`config.mk`:
```
export PLATFORM = sky130hd
export DESIGN_NAME = band_lo_frequency_calc_flat
export DESIGN_NICKNAME = d
export VERILOG_FILES = /design/src/rtl/core/blfc_pkg.sv /design/src/rtl/core/blfc_if.sv /design/src/rtl/core/blfc_cfg.sv /design/src/rtl/core/blfc_front.sv /design/src/rtl/core/blfc_fifo.sv /design/src/rtl/core/blfc_back.sv /design/src/rtl/core/band_lo_frequency_calc.sv /design/src/flat_wrapper.sv
export SDC_FILE = /design/constraint.sdc
export NUM_CORES = 2
export LEC_CHECK = 0
export BUFFER_PORTS_ARGS = -buffer_cell sky130_fd_sc_hd__buf_4
export CAP_MARGIN = 10
export CORE_UTILIZATION = 40
export DETAILED_ROUTE_END_ITERATION = 10
export PLACE_DENSITY = 0.61
export SLEW_MARGIN = 30
export SYNTH_ARGS = -nofsm -noshare
export SYNTH_HDL_FRONTEND = slang
export SYNTH_SLANG_ARGS = --single-unit
```
`constraint.sdc`:
```
create_clock -name clk_i -period 11.5 [get_ports clk_i]
set_input_delay 2.3 -clock clk_i [delete_from_list [all_inputs] [get_ports clk_i]]
set_output_delay 2.3 -clock clk_i [all_outputs]
set_load 0.005 [all_outputs]
```
`src/rtl/core/blfc_pkg.sv`:
```
// shared types and constants of the band and local oscillator calculator
`default_nettype none

package blfc_pkg;

  localparam int unsigned FreqW      = 32;
  localparam int unsigned DevW       = 8;
  localparam int unsigned BandW      = 2;
  localparam int unsigned CodeW      = 2;
  localparam int unsigned ThrW       = 16;
  localparam int unsigned ProdW      = 2 * FreqW;
  localparam int unsigned LoShift    = 21;

  // number of bands in use, 2 to 4
  localparam int unsigned BandCount  = 4;
  localparam int unsigned NumThr     = BandCount - 1;
  // register slots fixed by the register map
  localparam int unsigned BandRegs   = 4;
  localparam int unsigned ThrRegs    = 3;

  localparam int unsigned CfgIdxW    = 8;
  localparam int unsigned CfgDataW   = 64;
  localparam logic [FreqW-1:0] GainReset = 32'h0020_0000;

  localparam int unsigned FifoDepth  = 4;
  localparam int unsigned PtrW       = $clog2(FifoDepth);
  localparam int unsigned CntW       = $clog2(FifoDepth + 1);

  typedef enum logic [CfgIdxW-1:0] {
    RegCrossover   = 8'd0,
    RegBand0       = 8'd1,
    RegBand1       = 8'd2,
    RegBand2       = 8'd3,
    RegBand3       = 8'd4,
    RegFilterCodes = 8'd5,
    RegFilterEn    = 8'd6
  } cfg_reg_e;

  typedef struct packed {
    logic [ThrRegs-1:0][ThrW-1:0]    thr;
    logic [BandRegs-1:0][FreqW-1:0]  offset;
    logic [BandRegs-1:0][FreqW-1:0]  gain;
    logic [BandRegs-1:0][CodeW-1:0]  fcode;
    logic                            fen;
  } cfg_t;

  // one classified request waiting for the multiplier
  typedef struct packed {
    logic [FreqW-1:0] diff;
    logic [FreqW-1:0] gain;
    logic [BandW-1:0] band;
    logic [CodeW-1:0] fcode;
    logic             fdrive;
    logic [DevW-1:0]  dev;
  } entry_t;

  // queue status seen by the front and back parts
  typedef struct packed {
    logic full;
    logic empty;
  } fifo_status_t;

endpackage

`default_nettype wire

```
`src/rtl/core/blfc_if.sv`:
```
// channel interfaces: tuning requests, results and register writes
`default_nettype none

interface blfc_in_if;
  logic                          valid;
  logic                          ready;
  logic [blfc_pkg::FreqW-1:0]    tune_freq;
  logic [blfc_pkg::DevW-1:0]     device_index;

  modport source (output valid, output tune_freq, output device_index, input ready);
  modport sink   (input valid, input tune_freq, input device_index, output ready);
endinterface

interface blfc_out_if;
  logic                          valid;
  logic                          ready;
  logic [blfc_pkg::FreqW-1:0]    lo_freq;
  logic [blfc_pkg::BandW-1:0]    band_sel;
  logic [blfc_pkg::CodeW-1:0]    filter_code;
  logic                          filter_drive;
  logic [blfc_pkg::DevW-1:0]     device_index_out;

  modport source (output valid, output lo_freq, output band_sel, output filter_code,
                  output filter_drive, output device_index_out, input ready);
  modport sink   (input valid, input lo_freq, input band_sel, input filter_code,
                  input filter_drive, input device_index_out, output ready);
endinterface

interface blfc_cfg_if;
  logic                           valid;
  logic                           ready;
  logic [blfc_pkg::CfgIdxW-1:0]   index;
  logic [blfc_pkg::CfgDataW-1:0]  data;

  modport source (output valid, output index, output data, input ready);
  modport sink   (input valid, input index, input data, output ready);
endinterface

`default_nettype wire

```
`src/rtl/core/blfc_cfg.sv`:
```
// configuration register file
`default_nettype none

module blfc_cfg (
  input  wire logic        clk_i,
  input  wire logic        rst_ni,
  blfc_cfg_if.sink         cfg_i,
  output blfc_pkg::cfg_t   cfg_o
);

  blfc_pkg::cfg_t cfg_q, cfg_d;

  assign cfg_i.ready = 1'b1;

  always_comb begin
    cfg_d = cfg_q;
    if (cfg_i.valid) begin
      unique case (cfg_i.index)
        blfc_pkg::RegCrossover: begin
          cfg_d.thr = cfg_i.data[blfc_pkg::ThrRegs*blfc_pkg::ThrW-1:0];
        end
        blfc_pkg::RegBand0: begin
          cfg_d.offset[0] = cfg_i.data[blfc_pkg::FreqW-1:0];
          cfg_d.gain[0]   = cfg_i.data[2*blfc_pkg::FreqW-1:blfc_pkg::FreqW];
        end
        blfc_pkg::RegBand1: begin
          cfg_d.offset[1] = cfg_i.data[blfc_pkg::FreqW-1:0];
          cfg_d.gain[1]   = cfg_i.data[2*blfc_pkg::FreqW-1:blfc_pkg::FreqW];
        end
        blfc_pkg::RegBand2: begin
          cfg_d.offset[2] = cfg_i.data[blfc_pkg::FreqW-1:0];
          cfg_d.gain[2]   = cfg_i.data[2*blfc_pkg::FreqW-1:blfc_pkg::FreqW];
        end
        blfc_pkg::RegBand3: begin
          cfg_d.offset[3] = cfg_i.data[blfc_pkg::FreqW-1:0];
          cfg_d.gain[3]   = cfg_i.data[2*blfc_pkg::FreqW-1:blfc_pkg::FreqW];
        end
        blfc_pkg::RegFilterCodes: begin
          cfg_d.fcode = cfg_i.data[blfc_pkg::BandRegs*blfc_pkg::CodeW-1:0];
        end
        blfc_pkg::RegFilterEn: begin
          cfg_d.fen = cfg_i.data[0];
        end
        default: begin
          // unmapped index, write dropped
          cfg_d = cfg_q;
        end
      endcase
    end
  end

  always_ff @(posedge clk_i or negedge rst_ni) begin
    if (!rst_ni) begin
      cfg_q.thr    <= '0;
      cfg_q.offset <= '0;
      cfg_q.gain   <= {blfc_pkg::BandRegs{blfc_pkg::GainReset}};
      cfg_q.fcode  <= '0;
      cfg_q.fen    <= 1'b0;
    end else begin
      cfg_q <= cfg_d;
    end
  end

  assign cfg_o = cfg_q;

endmodule

`default_nettype wire

```
`src/rtl/core/blfc_front.sv`:
```
// front part: band selection and offset subtraction
`default_nettype none

module blfc_front (
  input  wire logic                  clk_i,
  input  wire logic                  rst_ni,
  blfc_in_if.sink                    in_i,
  input  wire blfc_pkg::cfg_t        cfg_i,
  input  wire blfc_pkg::fifo_status_t status_i,
  output logic                       push_o,
  output blfc_pkg::entry_t           entry_o
);

  logic                          valid_q;
  logic [blfc_pkg::FreqW-1:0]    freq_q;
  logic [blfc_pkg::BandW-1:0]    band_q, band_d;
  logic [blfc_pkg::DevW-1:0]     dev_q;
  logic [blfc_pkg::ThrW-1:0]     freq_hi;
  logic [blfc_pkg::FreqW-1:0]    offset;

  assign freq_hi = in_i.tune_freq[blfc_pkg::FreqW-1 -: blfc_pkg::ThrW];

  // first threshold above the upper half wins, else the last band
  always_comb begin
    band_d = blfc_pkg::BandW'(blfc_pkg::BandCount - 1);
    for (int n = blfc_pkg::NumThr - 1; n >= 0; n--) begin
      if (freq_hi < cfg_i.thr[n]) begin
        band_d = blfc_pkg::BandW'(n);
      end
    end
  end

  assign push_o     = valid_q && !status_i.full;
  assign in_i.ready = !valid_q || push_o;

  always_ff @(posedge clk_i or negedge rst_ni) begin
    if (!rst_ni) begin
      valid_q <= 1'b0;
    end else if (in_i.ready) begin
      valid_q <= in_i.valid;
    end
  end

  always_ff @(posedge clk_i) begin
    if (in_i.ready && in_i.valid) begin
      freq_q <= in_i.tune_freq;
      band_q <= band_d;
      dev_q  <= in_i.device_index;
    end
  end

  assign offset = cfg_i.offset[band_q];

  always_comb begin
    entry_o.diff   = (offset <= freq_q) ? freq_q - offset : freq_q;
    entry_o.gain   = cfg_i.gain[band_q];
    entry_o.band   = band_q;
    entry_o.fcode  = cfg_i.fcode[band_q];
    entry_o.fdrive = cfg_i.fen;
    entry_o.dev    = dev_q;
  end

endmodule

`default_nettype wire

```
`src/rtl/core/blfc_fifo.sv`:
```
// short queue between the front and back parts
`default_nettype none

module blfc_fifo (
  input  wire logic                   clk_i,
  input  wire logic                   rst_ni,
  input  wire logic                   push_i,
  input  wire blfc_pkg::entry_t       entry_i,
  input  wire logic                   pop_i,
  output blfc_pkg::entry_t            entry_o,
  output blfc_pkg::fifo_status_t      status_o
);

  blfc_pkg::entry_t               mem_q [blfc_pkg::FifoDepth];
  logic [blfc_pkg::PtrW-1:0]      wr_ptr_q, wr_ptr_d;
  logic [blfc_pkg::PtrW-1:0]      rd_ptr_q, rd_ptr_d;
  logic [blfc_pkg::CntW-1:0]      count_q, count_d;
  logic                           push, pop;

  assign status_o.full  = (count_q == blfc_pkg::CntW'(blfc_pkg::FifoDepth));
  assign status_o.empty = (count_q == '0);
  assign push = push_i && !status_o.full;
  assign pop  = pop_i && !status_o.empty;

  always_comb begin
    wr_ptr_d = wr_ptr_q;
    rd_ptr_d = rd_ptr_q;
    count_d  = count_q;
    if (push) begin
      wr_ptr_d = (wr_ptr_q == blfc_pkg::PtrW'(blfc_pkg::FifoDepth - 1)) ? '0
                                                                        : wr_ptr_q + 1'b1;
    end
    if (pop) begin
      rd_ptr_d = (rd_ptr_q == blfc_pkg::PtrW'(blfc_pkg::FifoDepth - 1)) ? '0
                                                                        : rd_ptr_q + 1'b1;
    end
    if (push && !pop) begin
      count_d = count_q + 1'b1;
    end else if (pop && !push) begin
      count_d = count_q - 1'b1;
    end
  end

  always_ff @(posedge clk_i or negedge rst_ni) begin
    if (!rst_ni) begin
      wr_ptr_q <= '0;
      rd_ptr_q <= '0;
      count_q  <= '0;
    end else begin
      wr_ptr_q <= wr_ptr_d;
      rd_ptr_q <= rd_ptr_d;
      count_q  <= count_d;
    end
  end

  always_ff @(posedge clk_i) begin
    if (push) begin
      mem_q[wr_ptr_q] <= entry_i;
    end
  end

  assign entry_o = mem_q[rd_ptr_q];

`ifndef SYNTH
  a_count_range: assert property (@(posedge clk_i) disable iff (!rst_ni)
    count_q <= blfc_pkg::CntW'(blfc_pkg::FifoDepth))
    else $error("queue fill count beyond depth");

  a_count_inc: assert property (@(posedge clk_i) disable iff (!rst_ni)
    (push && !pop) |=> count_q == blfc_pkg::CntW'($past(count_q) + 1'b1))
    else $error("queue fill count did not follow a lone push");

  a_count_dec: assert property (@(posedge clk_i) disable iff (!rst_ni)
    (pop && !push) |=> count_q == blfc_pkg::CntW'($past(count_q) - 1'b1))
    else $error("queue fill count did not follow a lone pop");

  a_empty_ptrs: assert property (@(posedge clk_i) disable iff (!rst_ni)
    (count_q == '0) |-> (wr_ptr_q == rd_ptr_q))
    else $error("empty queue with pointers apart");
`endif

endmodule

`default_nettype wire

```
`src/rtl/core/blfc_back.sv`:
```
// back part: gain multiply and result register
`default_nettype none

module blfc_back (
  input  wire logic                   clk_i,
  input  wire logic                   rst_ni,
  input  wire blfc_pkg::entry_t       entry_i,
  input  wire blfc_pkg::fifo_status_t status_i,
  output logic                        pop_o,
  blfc_out_if.source                  out_o
);

  logic                          valid_q;
  logic [blfc_pkg::FreqW-1:0]    lo_q;
  logic [blfc_pkg::BandW-1:0]    band_q;
  logic [blfc_pkg::CodeW-1:0]    fcode_q;
  logic                          fdrive_q;
  logic [blfc_pkg::DevW-1:0]     dev_q;
  logic [blfc_pkg::ProdW-1:0]    prod;

  assign pop_o = !status_i.empty && (!valid_q || out_o.ready);

  // full product, the window above the fraction is kept and wraps
  assign prod = blfc_pkg::ProdW'(entry_i.diff) * blfc_pkg::ProdW'(entry_i.gain);

  always_ff @(posedge clk_i or negedge rst_ni) begin
    if (!rst_ni) begin
      valid_q <= 1'b0;
    end else if (!valid_q || out_o.ready) begin
      valid_q <= !status_i.empty;
    end
  end

  always_ff @(posedge clk_i) begin
    if (pop_o) begin
      lo_q     <= prod[blfc_pkg::LoShift +: blfc_pkg::FreqW];
      band_q   <= entry_i.band;
      fcode_q  <= entry_i.fcode;
      fdrive_q <= entry_i.fdrive;
      dev_q    <= entry_i.dev;
    end
  end

  assign out_o.valid            = valid_q;
  assign out_o.lo_freq          = lo_q;
  assign out_o.band_sel         = band_q;
  assign out_o.filter_code      = fcode_q;
  assign out_o.filter_drive     = fdrive_q;
  assign out_o.device_index_out = dev_q;

endmodule

`default_nettype wire

```
`src/rtl/core/band_lo_frequency_calc.sv`:
```
// top level of the band select and local oscillator calculator
//
// in_i takes one tuning request per handshake: tune_freq (unsigned 11.21 MHz)
// and device_index. out_o returns one result per request, in order: the
// local oscillator word ((freq - offset) * gain) >> 21 on 32 wrapping bits
// (freq itself if the offset exceeds it), the band, its filter code, the
// filter drive flag and the device index. cfg_i writes the register map
// (index 0 crossover points, 1 to 4 band offset and gain, 5 filter codes,
// 6 filter enable); unmapped indexes are dropped. write only while no
// request is in flight. the band is picked as the request enters the front
// register, the offset comes off on the way into the queue, and the
// combinational 32x32 multiply on the queue head fills the output register.
// throughput: one request per cycle while the receiver takes results.
// a four-entry queue sits between the front and the multiplier; when the
// receiver stalls, the output register holds, the queue fills and in_i.ready
// falls only once the queue and the front register are full.
// reset clears all valid state and loads the registers with zero thresholds,
// zero offsets, unity gain and filter drive off.
`default_nettype none

module band_lo_frequency_calc (
  input  wire logic     clk_i,
  input  wire logic     rst_ni,
  blfc_in_if.sink       in_i,
  blfc_out_if.source    out_o,
  blfc_cfg_if.sink      cfg_i
);

  blfc_pkg::cfg_t          cfg;
  blfc_pkg::entry_t        push_entry;
  blfc_pkg::entry_t        head_entry;
  blfc_pkg::fifo_status_t  status;
  logic                    push;
  logic                    pop;

  blfc_cfg u_cfg (
    .clk_i  (clk_i),
    .rst_ni (rst_ni),
    .cfg_i  (cfg_i),
    .cfg_o  (cfg)
  );

  blfc_front u_front (
    .clk_i    (clk_i),
    .rst_ni   (rst_ni),
    .in_i     (in_i),
    .cfg_i    (cfg),
    .status_i (status),
    .push_o   (push),
    .entry_o  (push_entry)
  );

  blfc_fifo u_fifo (
    .clk_i    (clk_i),
    .rst_ni   (rst_ni),
    .push_i   (push),
    .entry_i  (push_entry),
    .pop_i    (pop),
    .entry_o  (head_entry),
    .status_o (status)
  );

  blfc_back u_back (
    .clk_i    (clk_i),
    .rst_ni   (rst_ni),
    .entry_i  (head_entry),
    .status_i (status),
    .pop_o    (pop),
    .out_o    (out_o)
  );

endmodule

`default_nettype wire
```
`src/flat_wrapper.sv`:
```
// flat-port wrapper written by rule: the top's interface ports become plain ports
module band_lo_frequency_calc_flat 
  (clk_i, rst_ni, in_i_valid, in_i_tune_freq, in_i_device_index, in_i_ready, out_o_valid, out_o_lo_freq, out_o_band_sel, out_o_filter_code, out_o_filter_drive, out_o_device_index_out, out_o_ready, cfg_i_valid, cfg_i_index, cfg_i_data, cfg_i_ready);
  blfc_in_if in_i_i ();
  blfc_out_if out_o_i ();
  blfc_cfg_if cfg_i_i ();
  input  wire logic clk_i;
  input  wire logic rst_ni;
  input wire logic [$bits(in_i_i.valid)-1:0] in_i_valid;
  input wire logic [$bits(in_i_i.tune_freq)-1:0] in_i_tune_freq;
  input wire logic [$bits(in_i_i.device_index)-1:0] in_i_device_index;
  output wire logic [$bits(in_i_i.ready)-1:0] in_i_ready;
  output wire logic [$bits(out_o_i.valid)-1:0] out_o_valid;
  output wire logic [$bits(out_o_i.lo_freq)-1:0] out_o_lo_freq;
  output wire logic [$bits(out_o_i.band_sel)-1:0] out_o_band_sel;
  output wire logic [$bits(out_o_i.filter_code)-1:0] out_o_filter_code;
  output wire logic [$bits(out_o_i.filter_drive)-1:0] out_o_filter_drive;
  output wire logic [$bits(out_o_i.device_index_out)-1:0] out_o_device_index_out;
  input wire logic [$bits(out_o_i.ready)-1:0] out_o_ready;
  input wire logic [$bits(cfg_i_i.valid)-1:0] cfg_i_valid;
  input wire logic [$bits(cfg_i_i.index)-1:0] cfg_i_index;
  input wire logic [$bits(cfg_i_i.data)-1:0] cfg_i_data;
  output wire logic [$bits(cfg_i_i.ready)-1:0] cfg_i_ready;
  assign in_i_i.valid = in_i_valid;
  assign in_i_i.tune_freq = in_i_tune_freq;
  assign in_i_i.device_index = in_i_device_index;
  assign in_i_ready = in_i_i.ready;
  assign out_o_valid = out_o_i.valid;
  assign out_o_lo_freq = out_o_i.lo_freq;
  assign out_o_band_sel = out_o_i.band_sel;
  assign out_o_filter_code = out_o_i.filter_code;
  assign out_o_filter_drive = out_o_i.filter_drive;
  assign out_o_device_index_out = out_o_i.device_index_out;
  assign out_o_i.ready = out_o_ready;
  assign cfg_i_i.valid = cfg_i_valid;
  assign cfg_i_i.index = cfg_i_index;
  assign cfg_i_i.data = cfg_i_data;
  assign cfg_i_ready = cfg_i_i.ready;
  band_lo_frequency_calc u_core (.clk_i(clk_i), .rst_ni(rst_ni), .in_i(in_i_i), .out_o(out_o_i), .cfg_i(cfg_i_i));
endmodule
```
Word level (Yosys, flattened, before mapping)
Memory sizes are Yosys's and may differ from the RTL's.
Cells that the tools add are included.
{"block": "classes", "n_reduce_logical": 26, "n_shift": 0, "n_lt_le_gt_ge": 5, "div_mod_pow": 0, "muxes": 15, "add_sub_neg": 5, "n_eq_ne": 9, "bitwise": 0, "multipliers": 1}
{"operator": "binary-select mux 32 bit (select 2 bit)", "n": 2}
{"operator": "two-way mux 32 bit", "n": 3}
{"operator": "multiplier 32 x 32 -> 53 bit", "n": 1}
{"operator": "< comparator 16 bit", "n": 3}
{"operator": "less-or-equal comparator 32 bit", "n": 1}
{"operator": "subtractor 32 bit", "n": 1}
{"operator": "equality test 8 x 3 -> 1 bit (second input constant)", "n": 3}
{"operator": "equality test 8 x 2 -> 1 bit (second input constant)", "n": 2}
{"operator": "AND reduction 2 bit", "n": 7}
{"operator": "equality test 8 x 1 -> 1 bit (second input constant)", "n": 1}
{"operator": "logical NOT 8 bit", "n": 1}
{"operator": "logical AND 1 bit", "n": 7}
{"operator": "logical NOT 1 bit", "n": 6}
{"operator": "two-way mux 2 bit", "n": 3}
{"operator": "two-way mux 3 bit", "n": 2}
{"operator": "adder 2 x 1 -> 2 bit (second input constant)", "n": 2}
{"operator": "binary-select mux 2 bit (select 2 bit)", "n": 1}
{"operator": "equality test 2 bit (second input constant)", "n": 2}
{"operator": "two-way mux 1 bit", "n": 4}
{"operator": "adder 3 x 1 -> 3 bit (second input constant)", "n": 1}
{"operator": "equality test 3 bit (second input constant)", "n": 1}
{"operator": "logical NOT 3 bit", "n": 1}
{"operator": "< comparator 2 x 3 -> 1 bit (second input constant)", "n": 1}
{"operator": "subtractor 3 x 1 -> 3 bit (second input constant)", "n": 1}
{"operator": "other kinds (3)", "n": 4}
{"block": "word_totals", "mem_bits_rw": 308, "inputBits": 117, "wordCells": 92, "ff_bits": 409, "rom_bits": 0, "mem_count": 1, "out_inout_bits": 48, "latch_bits": 0}
{"name": "u_core.u_fifo.mem_q", "words": 4, "width": 77, "rd": 1, "rd_ports_with_merged_regs": 0, "wr": 1, "line_no": "blfc_fifo.sv:14", "rtl": "blfc_pkg::entry_t mem_q [blfc_pkg::FifoDepth];"}

Longest topological paths before layout
{"block": "logic_depth", "word_depth": 8, "depth_mapped": 38, "ltp_nobuf": 31}

By module
A second synthesis with hierarchy kept.
{"block": "hier_totals", "hier_cells": 5032, "hier_area_um2": 60474.2}
{"module": "blfc_back", "area_each_um2": 30843.3, "n_inst": 1, "seq_area_each_um2": 1376.3, "cells_each": 3276}
{"module": "blfc_cfg", "area_each_um2": 11647.4, "n_inst": 1, "seq_area_each_um2": 7837.5, "cells_each": 670}
{"module": "blfc_fifo", "area_each_um2": 11554.8, "n_inst": 1, "seq_area_each_um2": 9424.0, "cells_each": 440}
{"module": "blfc_front", "area_each_um2": 6428.7, "n_inst": 1, "seq_area_each_um2": 1286.2, "cells_each": 646}

Least setup slack after synthesis
OpenSTA, ideal clock, no wires.
{"block": "synth_timing", "kind": "register to register", "start": "register u_core.u_fifo.rd_ptr_q[0] in the netlist's numbering", "end": "register u_core.u_back.lo_q, in the netlist u_core.u_back.out_o.lo_freq[30] (data pin)", "period_less_slack_ns": 9.221, "setup_time_ns": 0.258, "arrival_ns": 8.963, "setup_slack_ns": 2.279, "path_stages_with_launch": 33, "path_cell_list": "dfrtp_1 > buf_6 > buf_2 > buf_2 > buf_2 > clkbuf_1 > mux2_2 > o21ai_1 > clkbuf_1 > nor2_1 > fa_1 > inv_1 > fa_1 > fa_1 > fa_1 > inv_1 > fa_1 > fa_1 > fa_1 > inv_1 > fa_1 > inv_1 > ha_1 > nand2_1 > o21ai_0 > o221ai_1 > nor4_1 > o21ai_2 > nor3b_4 > nor4_1 > o31a_1 > nor2_1 > xnor2_1"}
{"block": "synth_via", "elab_chain_cells": 2}
{"element": "start: declaration", "line_no": "blfc_fifo.sv:16", "rtl": "logic [blfc_pkg::PtrW-1:0] rd_ptr_q, rd_ptr_d;"}
{"element": "start signal: assignment", "line_no": "blfc_fifo.sv:51", "rtl": "rd_ptr_q <= rd_ptr_d;"}
{"element": "memory read (4 x 77 bit)"}
{"element": "multiplier 32 x 32 -> 53 bit", "line_no": "blfc_back.sv:24", "rtl": "assign prod = blfc_pkg::ProdW'(entry_i.diff) * blfc_pkg::ProdW'(entry_i.gain);"}
{"element": "via u_core.u_back.prod, one bit", "line_no": "blfc_back.sv:19", "rtl": "logic [blfc_pkg::ProdW-1:0] prod;"}
{"element": "end signal: assignment", "line_no": "blfc_back.sv:36", "rtl": "lo_q <= prod[blfc_pkg::LoShift +: blfc_pkg::FreqW];"}
{"element": "end: declaration", "line_no": "blfc_back.sv:14", "rtl": "logic [blfc_pkg::FreqW-1:0] lo_q;"}
The timed path passes the listed nets, and every way through them passes these cells.
A chain may end at the register's enable or synchronous reset.

Worst setup path after layout
{"block": "layout_timing", "start": "register u_core.u_fifo.rd_ptr_q[0] in the netlist's numbering", "end": "register u_core.u_back.lo_q, in the netlist u_core.u_back.out_o.lo_freq[26] (data pin)"}
The elaborated chain is that of the path after synthesis.

==> metrics.yaml <==
timing:
  worst_pin_slew_ns: 1.11
  post-route-period-util_pct: 86.2
  slew_violations: 0
  period_needed_ns: 9.92
  finalSetupViolCount: 0
  rsz0062_at_grt: "no"
  fin_tns_setup_ns: 0
  max_freq_ghz: 0.101
  maxSlewHeadroom_pct: 26.0
  skew_ns: 0.0772
  final_hold_viol_count: 0
worst_setup_path:
  critPathMaxStageDelay_ns: 0.88
  cp_slowest_cell: "dfrtp_4"
  crit_top_cell: "fa_1"
  crit_fanout: 41
  cp.required_ns: 11.94
  arrival_ns: 10.36
  r2r_slack_ns: 1.58
  cp-start-kind: "flop"
  crit_type: "reg2reg"
  end_kind: "flop"
clock_tree:
  clock_sinks: 717
  postCtsSetupBuffers: 0
  cts_repair_resize_count: 0
  cts_made_buffers: 76
  root_buffer: "clkbuf_16"
  max-clock-path-buffers: 3
  ctsHtreeMaxLevel: 3
  clk_pin_slew_ns: 0.06
  clk_latency_ns: 0.71
  tritoncts: "built"
  cts_hold_buf: 0
final_layout:
  n_fill_cell: 13700
  seq_area_sq_um: 19900
  drive_gt1_share_pct: 16.0
  multi_input_area_sq_um: 35400
  num-nets-final: 6619
  areaGrowthSynthToFinish_pct: 10.7
synth:
  synthCells: 5264
  synth-edff-count: 395
  yosysWarnings: 0
  synth_area_per_cell_sq_um: 11.3
  ys_types: 67
  netlist_area_sq_um: 59600
  ys_ff_latch: 717
  yosys_most_used_dff: "edfxtp_1"
  synth_top_area_cell: "fa_1"
  synth_top_area_share_pct: 28.4
  synth_area_leaders: "fa_1, edfxtp_1, dfrtp_1"
  yosysSeqAreaShare_pct: 33.4
  syn_nets: 6502
  synthArstFlopShare_pct: 44.9
placement:
  portBuffers: 163
  gp_routability_congestion: 0.964
  hpwl_um: 125000
floorplanning:
  initial_core_util_pct: 40.3
  num_rows: 141
  die-area_sq_um: 151000
  die_h_um: 388
  core_area_sq_um: 148000
  io_pins: 165
  die_w_um: 388
routing:
  drtIter0Drc: 3035
  wl_um: 169000
  ant_nets: 0
  drc: 0
  drtPass1Iterations: 5
  routed_via_density: 5.34
  wire_per_inst_um: 22.9
  vias: 39400
min_path:
  hp-class: "reg2reg"
grt:
  grt_pass1_vias: 42000
  grt-ovfl-total: 0
  antenna_found_initial: 8
  grt_max_degree: 171
  grt_pass1_wl_um: 258000
  grt_use_total_pct: 22.8
run:
  maxCapViolations: 0
run_status:
  status: "complete, no violations"
==> per-layer routing <==
| metal | vias to the layer above | global-route usage, % | wire, um |
|---|---|---|---|
| li1 | 16900 | - | - |
| met1 | 20300 | 29.5 | 67300 |
| met2 | 1661 | 36.2 | 77700 |
| met3 | 462 | 5.10 | 14300 |
| met4 | 10 | 10.7 | 9180 |
| met5 | - | 0 | 67 |
==> worst paths after layout <==
kind / endpoint / from / depth (start not counted)
worst max-delay path: u_core.u_back.out_o.lo_freq[26] / u_core.u_fifo.rd_ptr_q[0] / 28
worst min register to register: u_core.u_fifo.mem_q[0][6] / u_core.u_front.dev_q[6] / 0
max in group asynchronous: u_core.u_fifo.wr_ptr_q[0] / rst_ni / 3
worst min-delay path: u_core.u_fifo.mem_q[0][6] / u_core.u_front.dev_q[6] / 0
min in group asynchronous: u_core.u_cfg.cfg_o[128] / rst_ni / 1
worst max register to register: u_core.u_back.out_o.lo_freq[26] / u_core.u_fifo.rd_ptr_q[0] / 28
==> state kept, by name, summed over array words and instances, names as in the netlist, 2 cells and up <==
name	flops
u_core.u_cfg.cfg_o	313
u_core.u_fifo.mem_q	308
u_core.u_back.out_o.lo_freq	32
u_core.u_front.freq_q	32
u_core.u_back.out_o.device_index_out	8
u_core.u_front.dev_q	8
u_core.u_fifo.count_q	3
u_core.u_back.out_o.band_sel	2
u_core.u_back.out_o.filter_code	2
u_core.u_fifo.rd_ptr_q	2
u_core.u_fifo.wr_ptr_q	2
u_core.u_front.band_q	2
==> cell families after synthesis <==
group,after synthesis,synth area share (%)
compound gates,418,4.43
xor+xnor,81,1.19
fa+ha+maj,1121,34.2
buf+inv,1178,7.46
flops,717,33.4
mux,476,10.6
other cells,1,0.00629
simple gates,1272,8.70
==> cells in the final DEF, fill, tap and decap left out, types with 10 or more instances in the layout <==
cell,n
inv_1,933
fa_1,845
nand2_1,589
nor2_1,522
edfxtp_1,395
mux2_2,328
dfrtp_1,316
buf_4,277
ha_1,276
o21ai_0,111
mux4_2,90
clkbuf_16,78
a21o_1,67
a21oi_1,62
o21a_1,59
mux2i_1,58
xnor2_1,53
and2_1,37
o21ai_1,32
nand2b_1,28
xor2_1,28
clkbuf_1,19
o21ai_2,17
nand4_1,16
nand3_1,15
nor2b_1,11
clkbuf_8,10
==> through the flow <==
| step | instance area (sq um) | std cells | hold slack (ns) | utilization (%) | setup slack [ns] |
|---|---|---|---|---|---|
| after floorplan | 59600 | 5264 | 0.459 | - | 2.28 |
| after global placement | 63400 | 7230 | 0.474 | 42.9 | 1.59 |
| after detailed placement | 63400 | 7230 | 0.490 | 42.9 | 1.52 |
| after CTS | 65900 | 7369 | 0.468 | 44.6 | 1.54 |
| after global routing | 66000 | 7372 | 0.464 | 44.6 | 1.15 |
| final | 66000 | 7373 | 0.476 | 44.6 | 1.58 |
==> cell type report <==
| class | instances | share of cell area [%] |
|---|---|---|
| antenna | 1 | 0.00379 |
| clock buffer | 107 | 3.28 |
| clock inverter | 32 | 0.529 |
| inverter | 933 | 5.31 |
| multi-input combinational | 3369 | 53.6 |
| sequential | 717 | 30.2 |
| tap | 1930 | 3.66 |
| timing repair buffer | 284 | 3.37 |
==> critical path, delay by kind of cell (launching register included) <==
kind,cells,cell delay [ns]
AO/OA/AOI/OAI,7,1.85
XOR/XNOR,1,0.15
adder cells (fa/ha/maj),9,4.20
buffers and inverters,6,0.89
flip-flops,1,0.88
multiplexers,1,0.41
AND/OR/NAND/NOR,4,1.26
==> cells in the mapped netlist, drive strengths merged (36+ instances only) <==
cell and n:
buf 36, ha 276, edfxtp 395, o21ai 164
mux2i 58, xnor2 53, dfrtp 318, fa 845
mux4 90, mux2 328, inv 933, nor2 523
clkbuf 209, o21a 64, a21o 67, a21oi 63
nand2 590, and2 42
Power is left out: the tool's default activity adds up to more than one toggle a clock period on the data nets, which glitch-free logic cannot reach.
